**config.mk**
```make
export PLATFORM = sky130hd
export DESIGN_NAME = led_strip_frame_buffer_top_flat
export DESIGN_NICKNAME = d
export VERILOG_FILES = /design/src/rtl/lsfb_pkg.sv /design/src/rtl/lsfb_ifs.sv /design/src/rtl/lsfb_ram.sv /design/src/rtl/led_strip_frame_buffer_top.sv /design/src/flat_wrapper.sv
export VERILOG_INCLUDE_DIRS = /design/src /design/src/rtl
export SDC_FILE = /design/constraint.sdc
export NUM_CORES = 1
export LEC_CHECK = 0
export BUFFER_PORTS_ARGS = -buffer_cell sky130_fd_sc_hd__clkbuf_2
export CAP_MARGIN = 25
export CORE_MARGIN = 2
export CORE_UTILIZATION = 35
export CTS_BUF_LIST = sky130_fd_sc_hd__clkbuf_8
export DETAILED_ROUTE_END_ITERATION = 16
export GPL_ROUTABILITY_DRIVEN = 0
export PLACE_DENSITY_LB_ADDON = 0.15
export SETUP_SLACK_MARGIN = 0.2
export SLEW_MARGIN = 20
export SYNTH_ARGS = -nofsm -noshare
export SYNTH_HDL_FRONTEND = slang
export SYNTH_HIERARCHICAL = 1
export SYNTH_SLANG_ARGS = --single-unit
```
**constraint.sdc**
```tcl
create_clock -name clk_i -period 5.2 [get_ports clk_i]
set_input_delay 0.26 -clock clk_i [delete_from_list [all_inputs] [get_ports clk_i]]
set_output_delay 0.26 -clock clk_i [all_outputs]
set_load 0.05 [all_outputs]
```
**src/rtl/led_strip_frame_buffer_top_macros.svh**
```systemverilog
// Assertion macros shared by the frame buffer RTL.
`ifndef LED_STRIP_FRAME_BUFFER_TOP_MACROS_SVH
`define LED_STRIP_FRAME_BUFFER_TOP_MACROS_SVH

`ifndef NO_ASSERTIONS
`define LSFB_ASSERT(label, prop, msg) \
  label: assert property (@(posedge clk_i) disable iff (!rst_ni) (prop)) \
    else $error(msg);
`define LSFB_ASSERT_NEXT(label, pre, post, msg) \
  label: assert property (@(posedge clk_i) disable iff (!rst_ni) (pre) |=> (post)) \
    else $error(msg);
`else
`define LSFB_ASSERT(label, prop, msg)
`define LSFB_ASSERT_NEXT(label, pre, post, msg)
`endif

`endif

```
**src/rtl/lsfb_pkg.sv**
```systemverilog
// Shared constants, types and color helpers of the LED strip frame buffer.
`default_nettype none
package lsfb_pkg;

  localparam int MAX_PIXELS  = 32;
  localparam int ADDR_W      = (MAX_PIXELS > 1) ? $clog2(MAX_PIXELS) : 1;
  localparam int CNT_W       = 6;
  localparam int CH_W        = 7;
  localparam int ENTRY_W     = 3 * CH_W;
  localparam int DATA_W      = 24;
  localparam int LATCH_GROUP = 32;
  localparam int LATCH_SHIFT = $clog2(LATCH_GROUP);
  localparam int LATCH_MAX   = (MAX_PIXELS + LATCH_GROUP - 1) / LATCH_GROUP;
  localparam int LATCH_W     = $clog2(LATCH_MAX + 1);
  localparam int SUM_W       = CNT_W + 1;

  localparam logic [CNT_W-1:0] RESET_COUNT = 6'd32;
  localparam logic [7:0]       TOP_BIT     = 8'h80;

  typedef enum logic [1:0] {
    FUNC_SET    = 2'd0,
    FUNC_CLEAR  = 2'd1,
    FUNC_UPDATE = 2'd2,
    FUNC_MARK   = 2'd3
  } func_e;

  typedef enum logic {
    KIND_PIXEL = 1'b0,
    KIND_LATCH = 1'b1
  } kind_e;

  typedef logic [ENTRY_W-1:0] entry_t;

  function automatic entry_t pack_color(input logic [7:0] r, input logic [7:0] g,
                                        input logic [7:0] b);
    pack_color = {g[7:1], r[7:1], b[7:1]};
  endfunction

  function automatic logic [DATA_W-1:0] wire_bytes(input entry_t e);
    wire_bytes = {TOP_BIT | {1'b0, e[3*CH_W-1:2*CH_W]},
                  TOP_BIT | {1'b0, e[2*CH_W-1:CH_W]},
                  TOP_BIT | {1'b0, e[CH_W-1:0]}};
  endfunction

endpackage
`default_nettype wire

```
**src/rtl/lsfb_ifs.sv**
```systemverilog
// Handshake channel interfaces for command, strip word and configuration traffic.
`default_nettype none
interface lsfb_cmd_if;
  logic       valid;
  logic       ready;
  logic [1:0] func;
  logic [5:0] pixel_index;
  logic [7:0] red;
  logic [7:0] green;
  logic [7:0] blue;
  modport source (output valid, func, pixel_index, red, green, blue, input ready);
  modport sink (input valid, func, pixel_index, red, green, blue, output ready);
endinterface

interface lsfb_word_if;
  logic        valid;
  logic        ready;
  logic        item_kind;
  logic [23:0] pixel_data;
  logic        last;
  modport source (output valid, item_kind, pixel_data, last, input ready);
  modport sink (input valid, item_kind, pixel_data, last, output ready);
endinterface

interface lsfb_cfg_if;
  logic       valid;
  logic       ready;
  logic [5:0] data;
  modport source (output valid, data, input ready);
  modport sink (input valid, data, output ready);
endinterface
`default_nettype wire

```
**src/rtl/lsfb_ram.sv**
```systemverilog
// Generic single-write, single-read RAM with registered read data.
`default_nettype none
module lsfb_ram #(
  parameter int WIDTH = 8,
  parameter int DEPTH = 16
) (
  input  wire logic                                   clk_i,
  input  wire logic                                   we_i,
  input  wire logic [((DEPTH > 1) ? $clog2(DEPTH) : 1)-1:0] waddr_i,
  input  wire logic [WIDTH-1:0]                       wdata_i,
  input  wire logic                                   re_i,
  input  wire logic [((DEPTH > 1) ? $clog2(DEPTH) : 1)-1:0] raddr_i,
  output      logic [WIDTH-1:0]                       rdata_o
);

  logic [WIDTH-1:0] mem_q [DEPTH];
  logic [WIDTH-1:0] rdata_q;

  always_ff @(posedge clk_i) begin
    if (we_i) begin
      mem_q[waddr_i] <= wdata_i;
    end
    if (re_i) begin
      rdata_q <= mem_q[raddr_i];
    end
  end

  assign rdata_o = rdata_q;

endmodule
`default_nettype wire

```
**src/rtl/led_strip_frame_buffer_top.sv**
```systemverilog
// Top level of the LED strip frame buffer: command decode, store walk and word output.
// Set pixel, mark dirty and a clean update need no walk. A clear writes one
// pixel per cycle through the store's single write port, for each of the n pixels
// in use. A dirty update reads one pixel per cycle, while the output is not stalled,
// through the store's single read port and sends n pixel words followed by ceil(n/32)
// latch words. No command is taken while a clear or update walk runs. Per-entry valid
// bits are cleared at reset, so the store needs no clearing pass and unwritten pixels
// go out as 0x80 bytes.
`default_nettype none
`include "led_strip_frame_buffer_top_macros.svh"
module led_strip_frame_buffer_top (
  input wire logic   clk_i,
  input wire logic   rst_ni,
  lsfb_cmd_if.sink   in_i,
  lsfb_word_if.source out_o,
  lsfb_cfg_if.sink   cfg_i
);
  import lsfb_pkg::*;

  localparam logic [1:0] ST_IDLE   = 2'd0;
  localparam logic [1:0] ST_CLEAR  = 2'd1;
  localparam logic [1:0] ST_UPDATE = 2'd2;
  localparam logic [1:0] ST_LATCH  = 2'd3;

  logic [1:0]            state_q, state_d;
  logic [CNT_W-1:0]      count_q;
  logic [CNT_W-1:0]      n_in_use;
  logic [CNT_W-1:0]      addr_q, addr_d;
  logic [LATCH_W-1:0]    latch_q, latch_d;
  logic [LATCH_W-1:0]    latch_total;
  logic [SUM_W-1:0]      latch_sum;
  logic                  dirty_q, dirty_d;
  logic [MAX_PIXELS-1:0] valid_q, valid_d;
  logic                  pend_q, pend_d;
  logic                  vld_rd_q;
  entry_t                clr_color_q;

  logic                  out_valid_q, out_valid_d;
  logic                  out_kind_q;
  logic [DATA_W-1:0]     out_data_q;
  logic                  out_last_q;

  logic                  accept;
  logic                  idx_ok;
  logic                  slot_free;
  logic                  issue;
  logic                  load_pix;
  logic                  load_latch;
  logic                  ram_we;
  logic [ADDR_W-1:0]     ram_waddr;
  entry_t                ram_wdata;
  entry_t                ram_rdata;
  entry_t                rd_entry;

  always_comb begin
    if (count_q == '0) begin
      n_in_use = CNT_W'(1);
    end else if (count_q > CNT_W'(MAX_PIXELS)) begin
      n_in_use = CNT_W'(MAX_PIXELS);
    end else begin
      n_in_use = count_q;
    end
  end

  assign latch_sum   = SUM_W'(n_in_use) + SUM_W'(LATCH_GROUP - 1);
  assign latch_total = LATCH_W'(latch_sum >> LATCH_SHIFT);

  assign in_i.ready  = (state_q == ST_IDLE);
  assign cfg_i.ready = 1'b1;
  assign accept      = in_i.valid && in_i.ready;
  assign idx_ok      = (in_i.pixel_index < n_in_use);

  assign slot_free  = !out_valid_q || out_o.ready;
  assign issue      = (state_q == ST_UPDATE) && (addr_q < n_in_use) && (!pend_q || slot_free);
  assign load_pix   = (state_q == ST_UPDATE) && pend_q && slot_free;
  assign load_latch = (state_q == ST_LATCH) && slot_free;

  always_comb begin
    ram_we    = 1'b0;
    ram_waddr = addr_q[ADDR_W-1:0];
    ram_wdata = clr_color_q;
    if (state_q == ST_CLEAR) begin
      ram_we = 1'b1;
    end else if (accept && (in_i.func == FUNC_SET) && idx_ok) begin
      ram_we    = 1'b1;
      ram_waddr = in_i.pixel_index[ADDR_W-1:0];
      ram_wdata = pack_color(in_i.red, in_i.green, in_i.blue);
    end
  end

  lsfb_ram #(
    .WIDTH(ENTRY_W),
    .DEPTH(MAX_PIXELS)
  ) u_store (
    .clk_i  (clk_i),
    .we_i   (ram_we),
    .waddr_i(ram_waddr),
    .wdata_i(ram_wdata),
    .re_i   (issue),
    .raddr_i(addr_q[ADDR_W-1:0]),
    .rdata_o(ram_rdata)
  );

  assign rd_entry = vld_rd_q ? ram_rdata : '0;

  always_comb begin
    state_d     = state_q;
    addr_d      = addr_q;
    latch_d     = latch_q;
    dirty_d     = dirty_q;
    valid_d     = valid_q;
    pend_d      = pend_q;
    out_valid_d = out_valid_q;
    if (out_o.ready) begin
      out_valid_d = 1'b0;
    end
    if (ram_we) begin
      valid_d[ram_waddr] = 1'b1;
    end
    if (issue) begin
      pend_d = 1'b1;
      addr_d = addr_q + CNT_W'(1);
    end else if (load_pix) begin
      pend_d = 1'b0;
    end
    if (load_pix || load_latch) begin
      out_valid_d = 1'b1;
    end
    unique case (state_q)
      ST_IDLE: begin
        if (accept) begin
          unique case (in_i.func)
            FUNC_SET: begin
              if (idx_ok) begin
                dirty_d = 1'b1;
              end
            end
            FUNC_CLEAR: begin
              dirty_d = 1'b1;
              addr_d  = '0;
              state_d = ST_CLEAR;
            end
            FUNC_UPDATE: begin
              if (dirty_q) begin
                dirty_d = 1'b0;
                addr_d  = '0;
                state_d = ST_UPDATE;
              end
            end
            FUNC_MARK: begin
              dirty_d = 1'b1;
            end
            default: begin
            end
          endcase
        end
      end
      ST_CLEAR: begin
        addr_d = addr_q + CNT_W'(1);
        if (addr_q == n_in_use - CNT_W'(1)) begin
          state_d = ST_IDLE;
        end
      end
      ST_UPDATE: begin
        if ((addr_q == n_in_use) && (!pend_q || load_pix)) begin
          latch_d = latch_total;
          state_d = ST_LATCH;
        end
      end
      ST_LATCH: begin
        if (load_latch) begin
          latch_d = latch_q - LATCH_W'(1);
          if (latch_q == LATCH_W'(1)) begin
            state_d = ST_IDLE;
          end
        end
      end
      default: begin
        state_d = ST_IDLE;
      end
    endcase
  end

  always_ff @(posedge clk_i or negedge rst_ni) begin
    if (!rst_ni) begin
      state_q     <= ST_IDLE;
      count_q     <= RESET_COUNT;
      addr_q      <= '0;
      latch_q     <= '0;
      dirty_q     <= 1'b1;
      valid_q     <= '0;
      pend_q      <= 1'b0;
      out_valid_q <= 1'b0;
    end else begin
      state_q     <= state_d;
      addr_q      <= addr_d;
      latch_q     <= latch_d;
      dirty_q     <= dirty_d;
      valid_q     <= valid_d;
      pend_q      <= pend_d;
      out_valid_q <= out_valid_d;
      if (cfg_i.valid && cfg_i.ready) begin
        count_q <= cfg_i.data;
      end
    end
  end

  always_ff @(posedge clk_i) begin
    if (issue) begin
      vld_rd_q <= valid_q[addr_q[ADDR_W-1:0]];
    end
    if (accept && (in_i.func == FUNC_CLEAR)) begin
      clr_color_q <= pack_color(in_i.red, in_i.green, in_i.blue);
    end
    if (load_pix) begin
      out_kind_q <= KIND_PIXEL;
      out_data_q <= wire_bytes(rd_entry);
      out_last_q <= 1'b0;
    end else if (load_latch) begin
      out_kind_q <= KIND_LATCH;
      out_data_q <= '0;
      out_last_q <= (latch_q == LATCH_W'(1));
    end
  end

  assign out_o.valid      = out_valid_q;
  assign out_o.item_kind  = out_kind_q;
  assign out_o.pixel_data = out_data_q;
  assign out_o.last       = out_last_q;

  `LSFB_ASSERT(a_no_rw_overlap, !(ram_we && issue), "store read and write overlap")
  `LSFB_ASSERT_NEXT(a_pend_held, pend_q && !slot_free, pend_q, "pending pixel read was lost")
  `LSFB_ASSERT(a_last_is_latch, !(out_o.valid && out_o.last) || out_o.item_kind,
               "last word is not a latch word")

endmodule
`default_nettype wire

```
**src/flat_wrapper.sv**
```systemverilog
// flat-port wrapper written by rule: the top's interface ports become plain ports
module led_strip_frame_buffer_top_flat import lsfb_pkg::*;
  (clk_i, rst_ni, in_i_valid, in_i_func, in_i_pixel_index, in_i_red, in_i_green, in_i_blue, in_i_ready, out_o_valid, out_o_item_kind, out_o_pixel_data, out_o_last, out_o_ready, cfg_i_valid, cfg_i_data, cfg_i_ready);
  lsfb_cmd_if in_i_i ();
  lsfb_word_if out_o_i ();
  lsfb_cfg_if cfg_i_i ();
  input wire logic clk_i;
  input wire logic rst_ni;
  input wire logic [$bits(in_i_i.valid)-1:0] in_i_valid;
  input wire logic [$bits(in_i_i.func)-1:0] in_i_func;
  input wire logic [$bits(in_i_i.pixel_index)-1:0] in_i_pixel_index;
  input wire logic [$bits(in_i_i.red)-1:0] in_i_red;
  input wire logic [$bits(in_i_i.green)-1:0] in_i_green;
  input wire logic [$bits(in_i_i.blue)-1:0] in_i_blue;
  output wire logic [$bits(in_i_i.ready)-1:0] in_i_ready;
  output wire logic [$bits(out_o_i.valid)-1:0] out_o_valid;
  output wire logic [$bits(out_o_i.item_kind)-1:0] out_o_item_kind;
  output wire logic [$bits(out_o_i.pixel_data)-1:0] out_o_pixel_data;
  output wire logic [$bits(out_o_i.last)-1:0] out_o_last;
  input wire logic [$bits(out_o_i.ready)-1:0] out_o_ready;
  input wire logic [$bits(cfg_i_i.valid)-1:0] cfg_i_valid;
  input wire logic [$bits(cfg_i_i.data)-1:0] cfg_i_data;
  output wire logic [$bits(cfg_i_i.ready)-1:0] cfg_i_ready;
  assign in_i_i.valid = in_i_valid;
  assign in_i_i.func = in_i_func;
  assign in_i_i.pixel_index = in_i_pixel_index;
  assign in_i_i.red = in_i_red;
  assign in_i_i.green = in_i_green;
  assign in_i_i.blue = in_i_blue;
  assign in_i_ready = in_i_i.ready;
  assign out_o_valid = out_o_i.valid;
  assign out_o_item_kind = out_o_i.item_kind;
  assign out_o_pixel_data = out_o_i.pixel_data;
  assign out_o_last = out_o_i.last;
  assign out_o_i.ready = out_o_ready;
  assign cfg_i_i.valid = cfg_i_valid;
  assign cfg_i_i.data = cfg_i_data;
  assign cfg_i_ready = cfg_i_i.ready;
  led_strip_frame_buffer_top u_core (.clk_i(clk_i), .rst_ni(rst_ni), .in_i(in_i_i), .out_o(out_o_i), .cfg_i(cfg_i_i));
endmodule
```
* Yosys cells after proc, flatten, opt, wreduce, memory -nomap -nowiden
Memory sizes are Yosys's and may differ from the RTL's. A register that Yosys moved wholly into a read port is not among the register bits. Cells that the tools add are included.
Storage, ports and cells: bits in registers 98, RAM bits 672, output and inout port bits 29, logic and storage cells 109, memories 1
Operators by class: $add $sub $neg 4, magnitude comparators 6, equal/unequal tests 16, mux-type cells 39, bitwise gates (word level) 1, reductions and logical operators 28
Memories:
- u_core.u_store.mem_q | depth 32, width 21, rd ports 1, clocked after memory_dff 1, write ports 1, RTL line lsfb_ram.sv:16 | logic [WIDTH-1:0] mem_q [DEPTH];
Operators with widths (number):
- $mux W21 | 3
- $mux W23 | 2
- $or A32 B32 Y32 | 1
- $mux W6 | 5
- $pmux W6 S2 | 2
- $mux W1 | 13
- $eq A6 B6 Y1 | 2
- $lt A5 B6 Y1 const B | 2
- $lt A6 B6 Y1 | 2
- $mux W2 | 6
- $logic_and A1 B1 Y1 | 11
- $mux W5 | 2
- $eq A2 B2 Y1 const B | 4
- $pmux W2 S4 | 1
- $reduce_bool A2 Y1 | 4
- $reduce_and A7 Y1 | 1
- $add A6 B1 Y6 const B | 1
- $add A6 B5 Y6 const B | 1
- $gt A6 B6 Y1 const B | 1
- $logic_not A6 Y1 | 1
- $ne A2 B1 Y1 const B | 3
- $ne A2 B2 Y1 const B | 3
- $ne A3 B3 Y1 const B | 2
- $reduce_and A3 Y1 | 2
- 13 further kinds | 19

* Depth between registers and ports, before layout
Gate-level depths: netlist of the first run.
word-level depth 12, gate-level depth with buffers 13

* Hierarchy
Netlist of the first run, hierarchy kept.
Modules (own cells, without submodules):
- lsfb_ram | times used 1, cells each 1481, area an instance 26962.1 sq um
- led_strip_frame_buffer_top | times used 1, cells each 430, area an instance 4923.5 sq um

* Worst setup path after synthesis of the first run
No wires, ideal clock.
path kind register to register, start register u_core.count_q[5], end memory u_core/u_store/mem_q[28][0] (netlist bit) (enable), data arrival time 3.948 ns, setup slack 0.853 ns, stages on the path, launching flop included 13, buffers on the path 3, clock period less this slack 4.347 ns, path through dfstp_2 -> clkbuf_1 -> inv_1 -> nand2_1 -> ha_1 -> a21oi_1 -> o21ai_0 -> a211oi_4 -> buf_6 -> mux2_1 -> or3b_2 -> clkbuf_1 -> nor2_1
Between the ends: elaborated cells on any way between the ends 12, those cells by class 2 x order compare; 8 x mux; 2 x reduce/logical
RTL lines:
- start: declaration | RTL line led_strip_frame_buffer_top.sv:26 | logic [CNT_W-1:0] count_q;
- start signal: assignment | RTL line led_strip_frame_buffer_top.sv:203 | count_q <= cfg_i.data;
- $gt A6 B6 Y1 | RTL line led_strip_frame_buffer_top.sv:58 | end else if (count_q > CNT_W'(MAX_PIXELS)) begin
- $mux W6 | RTL line led_strip_frame_buffer_top.sv:58
- $mux W6 (*) | RTL line led_strip_frame_buffer_top.sv:56 | if (count_q == '0) begin
- $lt A6 B6 Y1 (*) | RTL line led_strip_frame_buffer_top.sv:71 | assign idx_ok = (in_i.pixel_index < n_in_use);
- $logic_and A1 B1 Y1 (*) | RTL line led_strip_frame_buffer_top.sv:84 | end else if (accept && (in_i.func == FUNC_SET) && idx_ok) begin
- $mux W5 (*) | RTL line led_strip_frame_buffer_top.sv:84
- $mux W5 (*) | RTL line led_strip_frame_buffer_top.sv:82 | if (state_q == ST_CLEAR) begin
- net u_core.ram_waddr[1] | RTL line led_strip_frame_buffer_top.sv:50 | logic [ADDR_W-1:0] ram_waddr;
- end: declaration | RTL line lsfb_ram.sv:16
The timed path passes the listed nets; every way through them passes the cells marked *.

* Worst setup path after layout of the first run
start register u_core.count_q[5], end memory u_core/u_store/mem_q[19][9] (netlist bit) (enable)
Same word-level chain as after synthesis.

==> metrics.md, run 1 <==
| Metric | Value |
|---|---|
| Clock Skew | `27.3 ps` |
| Yosys warns | `6` |
| Pwr Density | `494 nW/um^2` |
| Status | `finished, final reports clean` |
| Starting Density | `0.354` |
| Wirelength per Cell | `23.3 um` |
| Worst path max stage delay | `600 ps` |
| Number of synthesized flops with an enable pin | `736` |
| Dpl cells | `3116` |
| Non-filler cells, final | `3414` |
| DRT Pass-1 Iters | `5` |
| Vias per cell | `5.12` |
| Asr flop ratio synth | `0.0634` |
| Crit path max fanout | `18` |
| Max cap viols | `0` |
| CP startpoint kind | `register` |
| Cts bufs inserted | `141` |
| Largest net degree at the start of global routing | `119` |
| Seq cells post-synth | `789` |
| CTS H-tree lvls | `4` |
| Sequential area share after synthesis | `0.734` |
| Worst EP arrival | `4530 ps` |
| Nets | `2190` |
| Final Critical Period | `4100 ps` |
| Synth-to-Final Area Change | `14.9%` |
| Final hold violation count | `0` |
| CTS tree | `built` |
| CP bufs+invs | `3` |
| Clk root buf | `clkbuf_8` |
| Synth Cell Area | `31900 sq um` |
| Post-CTS Resized | `0` |
| Crit path max-delay cell type | `dfstp_2` |
| HP Start | `in_i_func[0]` |
| Vias in the first global route | `17900` |
| Crit end category | `register` |
| Site row count | `110` |
| Syn_area_per_cell | `16.7 sq um` |
| Clock sink count | `789` |
| Crit path max-delay family | `simple AND/OR/NAND/NOR gates` |
| Worst Path Required | `5630 ps` |
| Final ANT Viol Nets | `0` |
| Synth Flop Type | `edfxtp_1` |
| F_max | `244 MHz` |
| CTS Buffer Depth | `3` |
| Crit-path cells | `inv_1 > nand2_1 > ha_1 > a21oi_1 > o21ai_0 > a211oi_4 > buf_4 > mux2_1 > or3b_2 > nor2_2 > buf_4` |
| Synth Instances | `1911` |
| Register area | `23400 sq um` |
| Mapped Nets | `1970` |
| Total routed wirelength | `79400 um` |
| Slew margin rel. | `0.355` |
| DR DRC count | `0` |
| FF-to-FF Start | `u_core/count_q[5]$_DFFE_PN1P_` |
| First-pass GRT wire length | `116000 um` |
| Pwr Total | `18.1 mW` |
| Die Y | `306 um` |
| GRT Overall Usage | `0.169` |
| Initial antenna violation count | `4` |
| # setup viols final | `0` |
| 1st-iter DRT viols | `1273` |
| Congestion Overflow GR | `0` |
| LEAKAGE | `12.9 nW` |
| Filler cell count in the final layout | `8175` |
| Worst-path clk slew | `50 ps` |
| Die width | `306 um` |
| CORE AREA | `90100 sq um` |
| Combined area of the multi-input logic cells | `7800 sq um` |
| Final period util | `0.789` |
| Worst slew pin tran | `968 ps` |
| VDD IR max | `276 uV` |
| Critical Path Source | `u_core/count_q[5]$_DFFE_PN1P_` |
| Final Worst Setup Slack | `1100 ps` |
| Synth unique cells | `60` |
| Max Slew Vio Count | `0` |
| Number of I/O pins | `72` |
| Die area | `93500 sq um` |
| TNS Setup | `0 ps` |
| IO buf count | `67` |
| Share of cells above drive strength 1 | `0.172` |
| Via count | `17500` |
| Utilization after layout | `0.406` |
| Clock latency at the later pin of the worst-skew pair | `770 ps` |
| Post-DP HPWL | `46900 um` |
| Hold WC Path Type | `input port to register` |
| Crit Path Class | `register to register` |
| Most frequent cell on the critical path | `buf_4` |
| Pre-CTS setup slack | `1100 ps` |
| Unrepaired setup endpoints after global routing | `false` |
==> worst reg2reg max path, stage by stage (launching register included) <==
cell,delay (ps)
dfstp_2,600
inv_1,130
nand2_1,110
ha_1,240
a21oi_1,150
o21ai_0,170
a211oi_4,350
buf_4,340
mux2_1,510
or3b_2,590
nor2_2,230
buf_4,340
==> cells in the mapped netlist (all sizes together) (2+ instances only) <==
master  instances  area share
clkbuf         44      0.0054
or3             5     0.00098
mux2i         339        0.11
dfstp           2      0.0016
o221a           3      0.0011
and2           26      0.0051
nand3          52      0.0083
mux2           35       0.012
buf            67       0.018
nor3           30      0.0047
nand4          23      0.0045
a21oi          80       0.013
dfrtp          48       0.038
dfxtp           3      0.0019
ha             16      0.0063
or2             2     0.00039
xnor2           2     0.00055
a22o           43       0.012
a31oi          22      0.0043
nand2          69      0.0082
a221oi          2     0.00055
a21o            2     0.00047
or3b            4      0.0011
inv            15      0.0018
mux4            8      0.0057
nand2b         10      0.0020
nor2           59      0.0069
and3            2     0.00039
nor2b           7      0.0014
a211oi          2      0.0010
o211ai          5      0.0012
a22oi          85       0.020
a211o           3     0.00082
o21ai          38      0.0060
nand3b         10      0.0026
edfxtp        736        0.69
==> logic make-up after synthesis <==
logic type / share of synthesized area
DFF: 0.734
muxes: 0.124
and+or+nand+nor: 0.0475
AOI/OAI and AO/OA: 0.0618
buffers and inverters: 0.0247
adders and majority gates: 0.00628
xor gates and xnor gates: 0.000824
other: 0.000118
==> stage by stage <==
| step | hold WS [ps] | area (sq um) |
|---|---|---|
| 2_1_floorplan | -35.6 | 31900 |
| 3_3_place_gp | 418 | 33700 |
| 3_5_place_dp | 431 | 33700 |
| 4_1_cts | 21.5 | 36600 |
| 5_1_grt | 106 | 36600 |
| 6_report | 111 | 36600 |
==> repair_timing <==
action | CTS | global route
endpoints found under the hold margin | 106 | 0
hold buffers | 47 | 0
buffers inserted | 0 | 0
setup endpoints to repair | 0 | 0
==> cells in the final DEF, fill, tap and decap left out, types with 4 or more instances in the layout <==
cell | netlist | routed
edfxtp_1 | 736 | 736
mux2i_1 | 339 | 339
clkbuf_8 | 0 | 146
a22oi_1 | 85 | 85
a21oi_1 | 80 | 80
nand2_1 | 68 | 68
clkbuf_2 | 0 | 67
buf_4 | 14 | 67
inv_1 | 15 | 60
nand3_1 | 51 | 51
dlygate4sd3_1 | 0 | 47
dfrtp_1 | 48 | 47
a22o_1 | 43 | 43
clkinv_1 | 0 | 38
nor2_2 | 0 | 32
o21ai_0 | 30 | 30
nor3_1 | 30 | 29
nor2_1 | 59 | 26
and2_1 | 26 | 25
nand4_1 | 23 | 23
a31oi_1 | 22 | 22
mux2_1 | 25 | 20
ha_1 | 16 | 16
mux2_2 | 10 | 15
clkinv_2 | 0 | 11
nand2b_1 | 10 | 10
o21ai_1 | 8 | 8
mux4_2 | 8 | 8
nand3b_1 | 8 | 8
buf_12 | 1 | 6
or3_1 | 5 | 5
nor2b_1 | 7 | 5
o211ai_1 | 5 | 5
or3b_2 | 4 | 4
==> flip-flops by register name (all words and copies together), names as in the netlist <==
register and cells:
u_core/u_store/mem_q 672, u_core/valid_q 32, u_core/out_o.pixel_data 22, u_core/clr_color_q 21, u_core/u_store/rdata_o 21, u_core/addr_q 6
u_core/count_q 6, u_core/state_q 2, u_core/dirty_q 1, u_core/latch_q 1, u_core/out_o.item_kind 1, u_core/out_o.last 1
u_core/out_o.valid 1, u_core/pend_q 1, u_core/vld_rd_q 1
==> report_power, final <==
| part | leakage, nW | internal (mW) | switching, mW |
|---|---|---|---|
| Clock | 1.41 | 2.58 | 2.44 |
| Sequential | 7.19 | 7.52 | 0.213 |
| Combinational | 4.30 | 1.81 | 3.53 |
| Total | 12.9 | 11.9 | 6.18 |
==> path summary, 6_finish.rpt <==
kind / cells past startpoint / to / slack (ps)
min in group asynchronous: 3 / u_core/valid_q[21]$_DFFE_PN0P_ / 180
max reg2reg: 11 / u_core/u_store/mem_q[19][9]$_DFFE_PP_ / 1100
min reg2reg: 1 / u_core/out_o.item_kind$_SDFFE_PP0P_ / 460
min: 5 / u_core/state_q[0]$_DFFE_PN0P_ / 110
max: 11 / u_core/u_store/mem_q[19][9]$_DFFE_PP_ / 1100
max in group asynchronous: 3 / u_core/addr_q[0]$_DFF_PN0_ / 4480
==> area by class of cell <==
cell class | count | area share
flip-flops and latches | 789 | 0.639
clock inverters | 101 | 0.0114
well taps | 1176 | 0.0402
clock buffers | 146 | 0.0549
multi-input cells | 996 | 0.213
repair buffers | 188 | 0.0394
diodes | 3 | 0.000205
inverters | 15 | 0.00154
==> metal layers <==
metal / track usage / part of all wire
met1: 0.231 / 0.46
met2: 0.269 / 0.47
met3: 0.0332 / 0.044
met4: 0.0616 / 0.024
met5: 0 / 0
No activity file was read; power rests on OpenSTA's default activity.
==> run 2, diff against run 1 <==
Clock period 5.2 ns to 3.8 ns, I/O delays scaled along.
==> run 2 against run 1 <==
Critical path depth is the same. Sequential share of layout area shrank 1.6 points. Cell count grew 1.1%. Non-clock buffer count grew 41. Critical endpoint is now u_core/u_store/mem_q[8][17]$_DFFE_PP_. Utilization grew 1.0 points. Highest routed layer unchanged. Sequential power grew 37%. Flip-flop and latch count is the same. Die area is the same. Clock skew grew 4.6 ps. First-iteration DRC count grew 17%. Largest cell class unchanged. Maximum frequency grew 18%.
==> metrics.md, run 2 (same netlist as run 1, synthesis figures left out) <==
| Metric | Value |
|---|---|
| Crit path max fanout | `21 (+3)` |
| Worst-path clk slew | `50 ps (about the same)` |
| Vias per cell | `5.12 (-0.15%)` |
| GRT Overall Usage | `0.175 (+0.00550)` |
| Post-DP HPWL | `47800 um (+2.0%)` |
| Crit Path Class | `register to register` |
| Clock sink count | `789 (unchanged)` |
| Reg with most FFs | `u_core/u_store/mem_q` |
| Clock Skew | `31.9 ps (+4.55 ps)` |
| CTS Buffer Depth | `3 (unchanged)` |
| FF-to-FF path depth | `11 (unchanged)` |
| Crit path max-delay family | `simple AND/OR/NAND/NOR gates` |
| Max reg flops | `672 (unchanged)` |
| Worst Path Required | `4260 ps (-1370 ps)` |
| CORE AREA | `90100 sq um (unchanged)` |
| Total routed wirelength | `81700 um (+2.9%)` |
| Final Critical Period | `3480 ps (-619 ps)` |
| Final period util | `0.917 (+0.128)` |
| Pwr Density | `679 nW/um^2 (+37%)` |
| Unrepaired setup endpoints after global routing | `false` |
| Max Slew Vio Count | `0 (unchanged)` |
| # setup viols final | `0 (unchanged)` |
| First-pass GRT wire length | `119000 um (+2.2%)` |
| Worst slew pin tran | `983 ps (+15.3 ps)` |
| CTS tree | `built` |
| Initial antenna violation count | `1 (-3)` |
| Worst EP arrival | `3940 ps (-590 ps)` |
| Share of cells above drive strength 1 | `0.193 (+0.0203)` |
| Clock latency at the later pin of the worst-skew pair | `790 ps (+20 ps)` |
| Die area | `93500 sq um (unchanged)` |
| 1st-iter DRT viols | `1493 (+17%)` |
| Final ANT Viol Nets | `0 (unchanged)` |
| Die Y | `306 um (unchanged)` |
| LEAKAGE | `13.2 nW (+2.5%)` |
| VDD IR max | `492 uV (+79%)` |
| Utilization after layout | `0.416 (+0.0102)` |
| DRT Pass-1 Iters | `5 (unchanged)` |
| Slew margin rel. | `0.339 (-0.0153)` |
| Number of I/O pins | `72 (unchanged)` |
| Synth-to-Final Area Change | `17.8%` |
| Pwr Total | `25.5 mW (+41%)` |
| Filler cell count in the final layout | `8091 (-1.0%)` |
| Wirelength per Cell | `23.7 um (+1.8%)` |
| F_max | `287 MHz (+18%)` |
| Site row count | `110 (unchanged)` |
| Die width | `306 um (unchanged)` |
| Crit-path cells | `inv_4 > nand2_2 > ha_4 > nor2_4 > nor3_4 > a211oi_4 > buf_12 > mux2_1 > or3b_2 > nor2_4 > buf_12` |
| Nets | `2225 (+1.6%)` |
| Vias in the first global route | `18100 (+1.0%)` |
| Status | `finished, final reports clean` |
| Crit end category | `register` |
| Largest net degree at the start of global routing | `100 (-16%)` |
| TNS Setup | `0 ps (unchanged)` |
| IO buf count | `67 (unchanged)` |
| Levels on crit path | `11 (unchanged)` |
| Max cap viols | `0 (unchanged)` |
| CP bufs+invs | `3 (unchanged)` |
| Most frequent cells in the layout | `edfxtp_1, mux2i_1, clkbuf_8` |
| CTS H-tree lvls | `4 (unchanged)` |
| DR DRC count | `0 (unchanged)` |
| Final hold violation count | `0 (unchanged)` |
| Most common cell after layout, fill and taps aside | `edfxtp_1` |
| Hold WC Path Type | `input port to asynchronous set/reset pin` |
| Congestion Overflow GR | `0 (unchanged)` |
| Crit path max-delay cell type | `or3b_2` |
| Non-filler cells, final | `3450 (+1.1%)` |
| Starting Density | `0.354 (unchanged)` |
| Clk root buf | `clkbuf_8` |
| CP startpoint kind | `register` |
| Dpl cells | `3155 (+1.3%)` |
| Cts bufs inserted | `135 (-4.3%)` |
| Worst path max stage delay | `670 ps (+70 ps)` |
| Via count | `17700 (+0.90%)` |
-- run 2: tightest hold or removal path, stage by stage --
cell and delay, ps:
dlygate4sd3_1 520, clkbuf_2 90, buf_4 530
-- run 2: metal layers --
layer / vias to the layer above / share of wire / global-route usage
li1: 8070 / - / -
met3: 114 / 0.047 / 0.0312
met5: - / 0 / 0
met2: 448 / 0.47 / 0.277
met1: 9018 / 0.47 / 0.244
met4: 0 / 0.021 / 0.0574
-- run 2: repair_timing --
action / in CTS / in global routing
endpoints found under the hold margin: 117 / 0
endpoints found under the setup margin: 296 / 23
gates resized for setup: 0 / 1
cloned: 0 / 0
hold buffers: 48 / 0
pin swaps: 1 / 0
buffers inserted: 2 / 0
-- run 2: worst paths after layout --
path | start | end | slack [ps]
worst max register to register | u_core/count_q[5]$_DFFE_PN1P_ | u_core/u_store/mem_q[8][17]$_DFFE_PP_ | 320
min in group clk_i | in_i_func[1] | u_core/state_q[0]$_DFFE_PN0P_ | 70
max in group asynchronous | rst_ni | u_core/addr_q[0]$_DFF_PN0_ | 3210
worst min register to register | u_core/out_o.item_kind$_SDFFE_PP0P_ | u_core/out_o.item_kind$_SDFFE_PP0P_ | 460
worst max-delay path | u_core/count_q[5]$_DFFE_PN1P_ | u_core/u_store/mem_q[8][17]$_DFFE_PP_ | 320
worst min-delay path | rst_ni | u_core/valid_q[6]$_DFFE_PN0P_ | 70
-- run 2: metrics by stage --
stage               hold WS (ps)  setup slack (ps)  instance area, sq um
finish                      67.4               317                 37500
global placement             344               172                 34600
global route                57.5               210                 37500
CTS                         9.66               275                 37500
floorplan                   -106               211                 32200
detailed placement           353              58.1                 34600
-- run 2: power by group --
group | switching, mW | internal, mW | total [mW]
combinational | 5.20 | 2.81 | 8.01
clock | 3.39 | 3.52 | 6.91
sequential | 0.302 | 10.3 | 10.6
-- run 2: layout make-up --
type,instances,area (sq um),area share
Antenna cell,4,10.0,0.000267
Multi-Input combinational cell,996,8020,0.214
Clock inverter,104,533,0.0142
Sequential cell,789,23400,0.624
Timing Repair Buffer,229,2150,0.0572
Clock buffer,137,1890,0.0502
Tap cell,1176,1470,0.0392
Inverter,15,58.8,0.00157
